File: config.mk
export PLATFORM = sky130hd
export DESIGN_NAME = epoch_msec_to_utc_calendar
export DESIGN_NICKNAME = d
export VERILOG_FILES = /design/src/rtl/core/emuc_pkg.sv /design/src/rtl/core/epoch_msec_to_utc_calendar.sv /design/src/rtl/core/emuc_tod.sv /design/src/rtl/core/emuc_civil.sv
export SDC_FILE = /design/constraint.sdc
export NUM_CORES = 2
export LEC_CHECK = 0
export ABC_AREA = 1
export BUFFER_PORTS_ARGS = -buffer_cell sky130_fd_sc_hd__buf_2
export CAP_MARGIN = 40
export CORE_ASPECT_RATIO = 0.6
export CORE_MARGIN = 1
export CORE_UTILIZATION = 45
export DETAILED_ROUTE_END_ITERATION = 10
export GPL_TIMING_DRIVEN = 0
export PLACE_DENSITY = 0.72
export SYNTH_ARGS = -nofsm -noshare
export SYNTH_HDL_FRONTEND = slang
export SYNTH_SLANG_ARGS = --single-unit
File: constraint.sdc
create_clock -name clk -period 6.5 [get_ports clk]
set_input_delay 1.625 -clock clk [delete_from_list [all_inputs] [get_ports clk]]
set_output_delay 1.625 -clock clk [all_outputs]
set_load 0.01 [all_outputs]
File: src/rtl/core/emuc_pkg.sv
`default_nettype none
package emuc_pkg;

  // Day split, calendar and time-of-day constants
  localparam logic [47:0] LIMIT_MS     = 48'd253402300800000;
  localparam logic [26:0] MS_PER_DAY   = 27'd86400000;
  localparam logic [9:0]  MS_PER_SEC   = 10'd1000;
  localparam logic [11:0] SEC_PER_HOUR = 12'd3600;
  localparam logic [5:0]  SEC_PER_MIN  = 6'd60;
  localparam logic [21:0] DAYS_TO_0301 = 22'd719468;
  localparam logic [17:0] DAYS_PER_ERA = 18'd146097;
  localparam int unsigned DAYS_PER_CENT = 36524;
  localparam logic [8:0]  DAYS_PER_YEAR = 9'd365;
  localparam logic [13:0] YEARS_PER_ERA = 14'd400;

  // Reciprocal multipliers. Exact ones use M = ceil(2^s/D) with
  // s = dividend bits + ceil(log2 D). The day estimate is floor-based
  // and is fixed up by one compare-subtract.
  localparam int unsigned DAY_QSH  = 34;
  localparam logic [23:0] DAY_MUL  = 24'((64'd1 << (DAY_QSH + 16)) / 64'd86400000);

  localparam int unsigned ERA_SHIFT = 40;
  localparam logic [22:0] ERA_MUL   = 23'(((64'd1 << ERA_SHIFT) + 64'd146096) / 64'd146097);

  localparam int unsigned Q1460_SHIFT = 29;
  localparam logic [18:0] Q1460_MUL   = 19'(((64'd1 << Q1460_SHIFT) + 64'd1459) / 64'd1460);

  localparam int unsigned YOE_SHIFT = 27;
  localparam logic [18:0] YOE_MUL   = 19'(((64'd1 << YOE_SHIFT) + 64'd364) / 64'd365);

  localparam int unsigned MP_SHIFT = 19;
  localparam logic [11:0] MP_MUL   = 12'(((64'd1 << MP_SHIFT) + 64'd152) / 64'd153);

  localparam int unsigned SEC_SHIFT = 31;
  localparam logic [24:0] SEC_MUL   = 25'(((64'd1 << SEC_SHIFT) + 64'd124) / 64'd125);

  localparam int unsigned HOUR_SHIFT = 21;
  localparam logic [13:0] HOUR_MUL   = 14'(((64'd1 << HOUR_SHIFT) + 64'd224) / 64'd225);

  localparam int unsigned MIN_SHIFT = 14;
  localparam logic [10:0] MIN_MUL   = 11'(((64'd1 << MIN_SHIFT) + 64'd14) / 64'd15);

  // Pipeline depths
  localparam int unsigned SPLIT_LAT = 3;
  localparam int unsigned CIV_LAT   = 8;
  localparam int unsigned TOD_LAT   = 5;
  localparam int unsigned TOD_PAD   = CIV_LAT - TOD_LAT;
  localparam int unsigned OUT_TAP   = SPLIT_LAT + CIV_LAT;

  typedef struct packed {
    logic vld;
    logic inr;
  } ctl_t;

  typedef struct packed {
    logic [13:0] year;
    logic [3:0]  month;
    logic [4:0]  day;
  } civ_t;

  typedef struct packed {
    logic [4:0] hour;
    logic [5:0] minute;
    logic [5:0] second;
    logic [9:0] millisecond;
  } tod_t;

  // Day-of-year where each March-based month starts: (153*mp + 2) / 5
  function automatic logic [8:0] month_start(input logic [3:0] mp);
    logic [8:0] res;
    case (mp)
      4'd0:    res = 9'd0;
      4'd1:    res = 9'd31;
      4'd2:    res = 9'd61;
      4'd3:    res = 9'd92;
      4'd4:    res = 9'd122;
      4'd5:    res = 9'd153;
      4'd6:    res = 9'd184;
      4'd7:    res = 9'd214;
      4'd8:    res = 9'd245;
      4'd9:    res = 9'd275;
      4'd10:   res = 9'd306;
      4'd11:   res = 9'd337;
      default: res = 9'd0;
    endcase
    return res;
  endfunction

endpackage
`default_nettype wire

File: src/rtl/core/epoch_msec_to_utc_calendar.sv
// Millisecond epoch count to UTC calendar fields. A request is taken on
// every clock where start is high; busy never rises, so one timestamp per
// cycle is converted. Each result is flagged by a one-cycle out_valid
// pulse and results come back in request order. There is no flow control
// on the result side: the receiver must capture every strobed result.
// The work is split into short stages, each built around one reciprocal
// multiplier (day split, 400-year era, 1460-day quotient, year of era,
// month, second, hour, minute) or a small constant multiply-subtract.
// Timestamps from year 10000 on return out_valid_res = 0 with all fields 0.
`default_nettype none
module epoch_msec_to_utc_calendar (
  input  wire logic        clk,
  input  wire logic        rst_n,
  input  wire logic        start,
  input  wire logic [47:0] in_timestamp_ms,
  output logic             busy,
  output logic             out_valid,
  output logic [13:0]      out_year,
  output logic [3:0]       out_month,
  output logic [4:0]       out_day,
  output logic [4:0]       out_hour,
  output logic [5:0]       out_minute,
  output logic [5:0]       out_second,
  output logic [9:0]       out_millisecond,
  output logic             out_valid_res
);

  emuc_pkg::ctl_t ctl_r   [emuc_pkg::OUT_TAP];
  emuc_pkg::ctl_t ctl_nxt [emuc_pkg::OUT_TAP];

  logic [55:0] day_prod;
  logic [21:0] qe1_r, qe1_nxt;
  logic [27:0] tsl1_r;
  logic [21:0] q2_r;
  logic [27:0] tsl2_r;
  logic [27:0] pl2_r, pl2_nxt;
  logic [27:0] rem;
  logic        corr;
  logic [21:0] z3_r, z3_nxt;
  logic [26:0] msd3_r, msd3_nxt;

  emuc_pkg::civ_t civ;
  emuc_pkg::tod_t tod;

  logic        out_valid_r;
  logic        valid_res_r;
  logic [13:0] year_r;
  logic [3:0]  month_r;
  logic [4:0]  day_r;
  logic [4:0]  hour_r;
  logic [5:0]  minute_r;
  logic [5:0]  second_r;
  logic [9:0]  ms_r;
  logic        inr;

  assign busy = 1'b0;

  always_comb begin
    ctl_nxt[0].vld = start && !busy;
    ctl_nxt[0].inr = in_timestamp_ms < emuc_pkg::LIMIT_MS;
    for (int i = 1; i < emuc_pkg::OUT_TAP; i++) begin
      ctl_nxt[i] = ctl_r[i-1];
    end
  end

  always_comb begin
    // Estimate from the top 32 bits; it is at most one day low
    day_prod = 56'(in_timestamp_ms[47:16]) * 56'(emuc_pkg::DAY_MUL);
    qe1_nxt  = day_prod[emuc_pkg::DAY_QSH +: 22];

    // remainder stays below two days, so 28 low bits are enough
    pl2_nxt = 28'(qe1_r) * 28'(emuc_pkg::MS_PER_DAY);

    rem      = tsl2_r - pl2_r;
    corr     = rem >= 28'(emuc_pkg::MS_PER_DAY);
    msd3_nxt = corr ? 27'(rem - 28'(emuc_pkg::MS_PER_DAY)) : 27'(rem);
    z3_nxt   = q2_r + 22'(corr) + emuc_pkg::DAYS_TO_0301;
  end

  always_ff @(posedge clk) begin
    if (!rst_n) begin
      for (int i = 0; i < emuc_pkg::OUT_TAP; i++) begin
        ctl_r[i] <= '0;
      end
      out_valid_r <= 1'b0;
    end else begin
      for (int i = 0; i < emuc_pkg::OUT_TAP; i++) begin
        ctl_r[i] <= ctl_nxt[i];
      end
      out_valid_r <= ctl_r[emuc_pkg::OUT_TAP-1].vld;
    end
  end

  always_ff @(posedge clk) begin
    qe1_r  <= qe1_nxt;
    tsl1_r <= in_timestamp_ms[27:0];
    q2_r   <= qe1_r;
    tsl2_r <= tsl1_r;
    pl2_r  <= pl2_nxt;
    z3_r   <= z3_nxt;
    msd3_r <= msd3_nxt;
  end

  emuc_civil u_civil (
    .clk (clk),
    .z   (z3_r),
    .civ (civ)
  );

  emuc_tod u_tod (
    .clk (clk),
    .msd (msd3_r),
    .tod (tod)
  );

  assign inr = ctl_r[emuc_pkg::OUT_TAP-1].inr;

  always_ff @(posedge clk) begin
    valid_res_r <= inr;
    year_r      <= inr ? civ.year : '0;
    month_r     <= inr ? civ.month : '0;
    day_r       <= inr ? civ.day : '0;
    hour_r      <= inr ? tod.hour : '0;
    minute_r    <= inr ? tod.minute : '0;
    second_r    <= inr ? tod.second : '0;
    ms_r        <= inr ? tod.millisecond : '0;
  end

  assign out_valid       = out_valid_r;
  assign out_valid_res   = valid_res_r;
  assign out_year        = year_r;
  assign out_month       = month_r;
  assign out_day         = day_r;
  assign out_hour        = hour_r;
  assign out_minute      = minute_r;
  assign out_second      = second_r;
  assign out_millisecond = ms_r;

endmodule
`default_nettype wire

File: src/rtl/core/emuc_tod.sv
`default_nettype none
module emuc_tod (
  input  wire logic        clk,
  input  wire logic [26:0] msd,
  output emuc_pkg::tod_t   tod
);

  logic [26:0] dly_r [emuc_pkg::TOD_PAD];

  logic [16:0] secs1_r, secs1_nxt;
  logic [9:0]  msl1_r;
  logic [16:0] secs2_r;
  logic [4:0]  hour2_r, hour2_nxt;
  logic [9:0]  ms2_r, ms2_nxt;
  logic [11:0] soh3_r, soh3_nxt;
  logic [4:0]  hour3_r;
  logic [9:0]  ms3_r;
  logic [5:0]  min4_r, min4_nxt;
  logic [11:0] soh4_r;
  logic [4:0]  hour4_r;
  logic [9:0]  ms4_r;
  emuc_pkg::tod_t tod_r, tod_nxt;

  logic [48:0] sec_prod;
  logic [26:0] hour_prod;
  logic [20:0] min_prod;
  logic [26:0] msd_d;

  assign msd_d = dly_r[emuc_pkg::TOD_PAD-1];

  always_comb begin
    sec_prod  = 49'(msd_d[26:3]) * 49'(emuc_pkg::SEC_MUL);
    secs1_nxt = sec_prod[emuc_pkg::SEC_SHIFT +: 17];

    hour_prod = 27'(secs1_r[16:4]) * 27'(emuc_pkg::HOUR_MUL);
    hour2_nxt = hour_prod[emuc_pkg::HOUR_SHIFT +: 5];
    // remainder fits in 10 bits, so only the low product bits matter
    ms2_nxt   = msl1_r - secs1_r[9:0] * emuc_pkg::MS_PER_SEC;

    soh3_nxt  = secs2_r[11:0] - 12'(hour2_r) * emuc_pkg::SEC_PER_HOUR;

    min_prod  = 21'(soh3_r[11:2]) * 21'(emuc_pkg::MIN_MUL);
    min4_nxt  = min_prod[emuc_pkg::MIN_SHIFT +: 6];

    tod_nxt.hour        = hour4_r;
    tod_nxt.minute      = min4_r;
    tod_nxt.second      = soh4_r[5:0] - min4_r * emuc_pkg::SEC_PER_MIN;
    tod_nxt.millisecond = ms4_r;
  end

  always_ff @(posedge clk) begin
    dly_r[0] <= msd;
    for (int i = 1; i < emuc_pkg::TOD_PAD; i++) begin
      dly_r[i] <= dly_r[i-1];
    end
    secs1_r <= secs1_nxt;
    msl1_r  <= msd_d[9:0];
    secs2_r <= secs1_r;
    hour2_r <= hour2_nxt;
    ms2_r   <= ms2_nxt;
    soh3_r  <= soh3_nxt;
    hour3_r <= hour2_r;
    ms3_r   <= ms2_r;
    min4_r  <= min4_nxt;
    soh4_r  <= soh3_r;
    hour4_r <= hour3_r;
    ms4_r   <= ms3_r;
    tod_r   <= tod_nxt;
  end

  assign tod = tod_r;

endmodule
`default_nettype wire

File: src/rtl/core/emuc_civil.sv
`default_nettype none
module emuc_civil (
  input  wire logic        clk,
  input  wire logic [21:0] z,
  output emuc_pkg::civ_t   civ
);

  logic [4:0]  era1_r, era1_nxt;
  logic [17:0] z1_r;
  logic [17:0] doe2_r, doe2_nxt;
  logic [4:0]  era2_r;
  logic [6:0]  a3_r, a3_nxt;
  logic [1:0]  nb3_r, nb3_nxt;
  logic [17:0] doe3_r;
  logic [4:0]  era3_r;
  logic [17:0] x4_r, x4_nxt;
  logic [8:0]  doe4_r;
  logic [4:0]  era4_r;
  logic [8:0]  yoe5_r, yoe5_nxt;
  logic [8:0]  doe5_r;
  logic [4:0]  era5_r;
  logic [8:0]  doy6_r, doy6_nxt;
  logic [13:0] yb6_r, yb6_nxt;
  logic [3:0]  mp7_r, mp7_nxt;
  logic [8:0]  doy7_r;
  logic [13:0] yb7_r;
  emuc_pkg::civ_t civ_r, civ_nxt;

  logic [44:0] era_prod;
  logic [36:0] a_prod;
  logic [36:0] yoe_prod;
  logic [1:0]  ycent;
  logic [10:0] mp_num;
  logic [22:0] mp_prod;
  logic        jan_feb;

  always_comb begin
    era_prod = 45'(z) * 45'(emuc_pkg::ERA_MUL);
    era1_nxt = era_prod[emuc_pkg::ERA_SHIFT +: 5];

    doe2_nxt = z1_r - 18'(era1_r) * emuc_pkg::DAYS_PER_ERA;

    a_prod  = 37'(doe2_r) * 37'(emuc_pkg::Q1460_MUL);
    a3_nxt  = a_prod[emuc_pkg::Q1460_SHIFT +: 7];
    // doe/36524 - doe/146096: the last day of an era counts only once
    nb3_nxt = 2'(doe2_r >= 18'(emuc_pkg::DAYS_PER_CENT))
            + 2'(doe2_r >= 18'(2 * emuc_pkg::DAYS_PER_CENT))
            + 2'(doe2_r >= 18'(3 * emuc_pkg::DAYS_PER_CENT));

    x4_nxt = doe3_r - 18'(a3_r) + 18'(nb3_r);

    yoe_prod = 37'(x4_r) * 37'(emuc_pkg::YOE_MUL);
    yoe5_nxt = yoe_prod[emuc_pkg::YOE_SHIFT +: 9];

    ycent    = 2'(yoe5_r >= 9'd100) + 2'(yoe5_r >= 9'd200) + 2'(yoe5_r >= 9'd300);
    doy6_nxt = doe5_r - (yoe5_r * emuc_pkg::DAYS_PER_YEAR + (yoe5_r >> 2) - 9'(ycent));
    yb6_nxt  = 14'(yoe5_r) + 14'(era5_r) * emuc_pkg::YEARS_PER_ERA;

    mp_num  = {doy6_r, 2'b00} + 11'(doy6_r) + 11'd2;
    mp_prod = 23'(mp_num) * 23'(emuc_pkg::MP_MUL);
    mp7_nxt = mp_prod[emuc_pkg::MP_SHIFT +: 4];

    // March-based months 10 and 11 are January and February of the next year
    jan_feb       = mp7_r >= 4'd10;
    civ_nxt.month = jan_feb ? mp7_r - 4'd9 : mp7_r + 4'd3;
    civ_nxt.year  = yb7_r + 14'(jan_feb);
    civ_nxt.day   = 5'(doy7_r - emuc_pkg::month_start(mp7_r) + 9'd1);
  end

  always_ff @(posedge clk) begin
    era1_r <= era1_nxt;
    z1_r   <= z[17:0];
    doe2_r <= doe2_nxt;
    era2_r <= era1_r;
    a3_r   <= a3_nxt;
    nb3_r  <= nb3_nxt;
    doe3_r <= doe2_r;
    era3_r <= era2_r;
    x4_r   <= x4_nxt;
    doe4_r <= doe3_r[8:0];
    era4_r <= era3_r;
    yoe5_r <= yoe5_nxt;
    doe5_r <= doe4_r;
    era5_r <= era4_r;
    doy6_r <= doy6_nxt;
    yb6_r  <= yb6_nxt;
    mp7_r  <= mp7_nxt;
    doy7_r <= doy6_r;
    yb7_r  <= yb6_r;
    civ_r  <= civ_nxt;
  end

  assign civ = civ_r;

endmodule
`default_nettype wire

==> reports/metrics.yaml <==
die:
  pin_count: 104
  core_mm2: 0.161
  die_w_um: 523
  initial_core_util_pct: 45.4
  die_area_mm2: 0.165
  fp-row-count: 114
  dieHeight_um: 315
yosys:
  yosys_most_used_dff: "dfxtp_1"
  synth_edf_count: 0
  synth-seq-area-share_pct: 18.1
  netlist.area_leader.share_pct: 28.0
  synth_area_leaders: "fa_1 28%, ha_1 26%, dfxtp_1 18%"
  ys_ff_latch: 663
  synth_area_mm2: 0.0733
  yosys_warnings: 0
  syn_inst: 7734
  yosysTopAreaCell: "fa_1"
  async_reset_ff_share_pct: 0
  ys_types: 55
  synth_nets: 10300
  syn_avg_cell_area_um2: 9.48
clock_tree:
  clock-root-buffer: "clkbuf_16"
  path_clk_slew_ns: 0.07
  htree_levels: 2
  cts.sinks: 663
  hold_buffers: 0
  cts_buffer_depth: 3
  cts_tree: "yes"
  insertion_delay_ns: 0.67
  cts_buffers: 56
timing:
  fin_crit_sh_pct: 99.3
  setup_viol: 0
  fin_hold_ws_ns: 0.280
  hold_violations: 0
  skew_ns: 0.0589
  timing.fmax_mhz: 155
  slew_headroom_pct: 35.4
  rsz0062_at_grt: "yes"
  finalCriticalPeriod_ns: 6.45
  slew_violations: 0
  worst_slack_ns: 0.0478
  worst_slew_pin_slew_ns: 0.967
routing:
  drc: 0
  via_per_inst: 4.98
  wl_per_cell_um: 17.2
  first_iter_violations: 3521
  drt-total-wl_um: 175000
  firstDrtPassIters: 6
  ant_nets: 0
  vias: 50500
placement:
  dpl.hpwl_um: 150000
  dp.cells: 9989
  place_ws_ns: -1.24
  placed_area_mm2: 0.0769
  gp_routability_congestion: 0.976
  io_buffers: 102
global_routing:
  antenna_found_initial: 1
  grt_pass1_vias: 52700
  grt_max_degree: 19
  overflow: 0
  grtUsageTotal_pct: 21.8
  grt_pass1_wl_um: 283000
critical_path:
  path_max_fanout: 6
  rr_worst_depth: 19
  crit_slowest_cell: "fa_1"
  crit_family: "adder cells"
  cp.arrival_ns: 7.05
  critPathCaptureType: "flop"
  crit_buf_inv: 6
  path_cells: "clkbuf_4 -> ha_1 -> fa_1 -> inv_1 -> fa_1 -> fa_1 -> fa_1 -> inv_1 -> fa_1 -> inv_1 -> fa_1 -> inv_1 -> ha_4 -> nand2_1 -> nor2_2 -> inv_1 -> nor4_4 -> nand3b_1 -> nand3_2 -> nand2_1 -> nand2_1 -> xor2_1"
  cp.depth: 22
  crit_type: "in2reg"
  crit_path_frequent_cell: "fa_1"
  required_ns: 7.10
  critPathMaxStageDelay_ns: 0.56
  cp-start-kind: "input port"
worst_hold_path:
  worstHoldPathType: "reg2reg"
  min_path_cells: 0
layout:
  final_cell_mix: "2074 x inv_1, 1454 x ha_1, 1011 x fa_1"
  design_area_mm2: 0.0806
  mostFrequentLayoutCell: "inv_1"
  num-fill-cells: 14700
  layout.nets: 10500
  area_growth_pct: 9.93
  drive_above_1_share_pct: 6.98
  final_cells: 10100
job:
  max_cap_violations: 0
status:
  status: "completed"
-- through the flow --
step | setup TNS [ns] | utilization (%)
after global placement | -22.25 | 47.6
final | 0 | 49.9
after CTS | -0.00927 | 49.1
after detailed placement | -23.51 | 47.6
after global routing | -0.307 | 49.9
after floorplan | -0.0383 | -
-- cell families after synthesis --
family          after synthesis  share of synthesized area, %
fa+ha+maj                  2548                          54.0
buf+inv                    2117                          10.9
simple gates               1404                          8.17
compound gates              725                          5.55
flops                       663                          18.1
xor+xnor                    276                          3.30
other cells                   1                       0.00511
-- timing repair --
item,4_1_cts,5_1_grt
setup endpoints to repair,32,35
pin swaps,8,84
gates resized for setup,93,245
endpoints found under the hold margin,0,0
setup buffers,5,27
-- registers in the layout, summed over array words and instances (netlist names), 18 cells and up, named ones only --
name / cells
u_civil.doe2_r: 18
qe1_r: 22
u_tod.dly_r: 81
tsl1_r: 28
u_civil.civ: 23
z3_r: 22
msd3_r: 27
u_civil.doe3_r: 18
u_civil.z1_r: 18
u_tod.tod: 27
q2_r: 22
tsl2_r: 28
u_civil.x4_r: 18
ctl_r: 22
-- per-layer routing --
metal  up-vias  track usage [%]  part of all wire [%]
met5         -                0                     0
met4         0             2.36                  0.97
met3       120             5.95                   9.6
met2      1512             30.2                    39
met1     24500             34.0                    51
li1      24300                -                     -
-- area by class of cell --
| type | count | area, um2 | area share (%) |
|---|---|---|---|
| Tap cell | 2146 | 2690 | 3.33 |
| Clock inverter | 37 | 477 | 0.591 |
| Multi-Input combinational cell | 4954 | 53500 | 66.3 |
| Timing Repair Buffer | 145 | 1100 | 1.36 |
| Antenna cell | 1 | 2.50 | 0.00310 |
| Sequential cell | 663 | 13300 | 16.5 |
| Buffer | 12 | 81.3 | 0.101 |
| Clock buffer | 69 | 1530 | 1.90 |
| Inverter | 2105 | 7940 | 9.85 |
-- synthesized netlist by cell type (23+ instances only) --
master    number
a21o_1        27
o21ai_0      195
xor2_1       181
o21bai_1      23
nor3_1        47
nand3_1      153
dfxtp_1      663
a31oi_1       31
xnor2_1       95
a21oi_1      359
inv_1       2099
fa_1        1025
nand2_1      766
ha_1        1523
nor2_1       289
nand4_1       60
-- path summary, 6_finish.rpt --
path,startpoint,endpoint,slack (ns)
setup / recovery,in_timestamp_ms[32],qe1_r[15]$_DFF_P_,0.05
hold / removal,u_tod.ms2_r[4]$_DFF_P_,u_tod.ms3_r[4]$_DFF_P_,0.28
setup reg to reg,u_tod.dly_r[0][73]$_DFF_P_,u_tod.secs1_r[16]$_DFF_P_,0.18
hold reg to reg,u_tod.ms2_r[4]$_DFF_P_,u_tod.ms3_r[4]$_DFF_P_,0.28
Power is not shown: default switching activity piles up to over one toggle a cycle in this logic, so the estimate is an artifact.
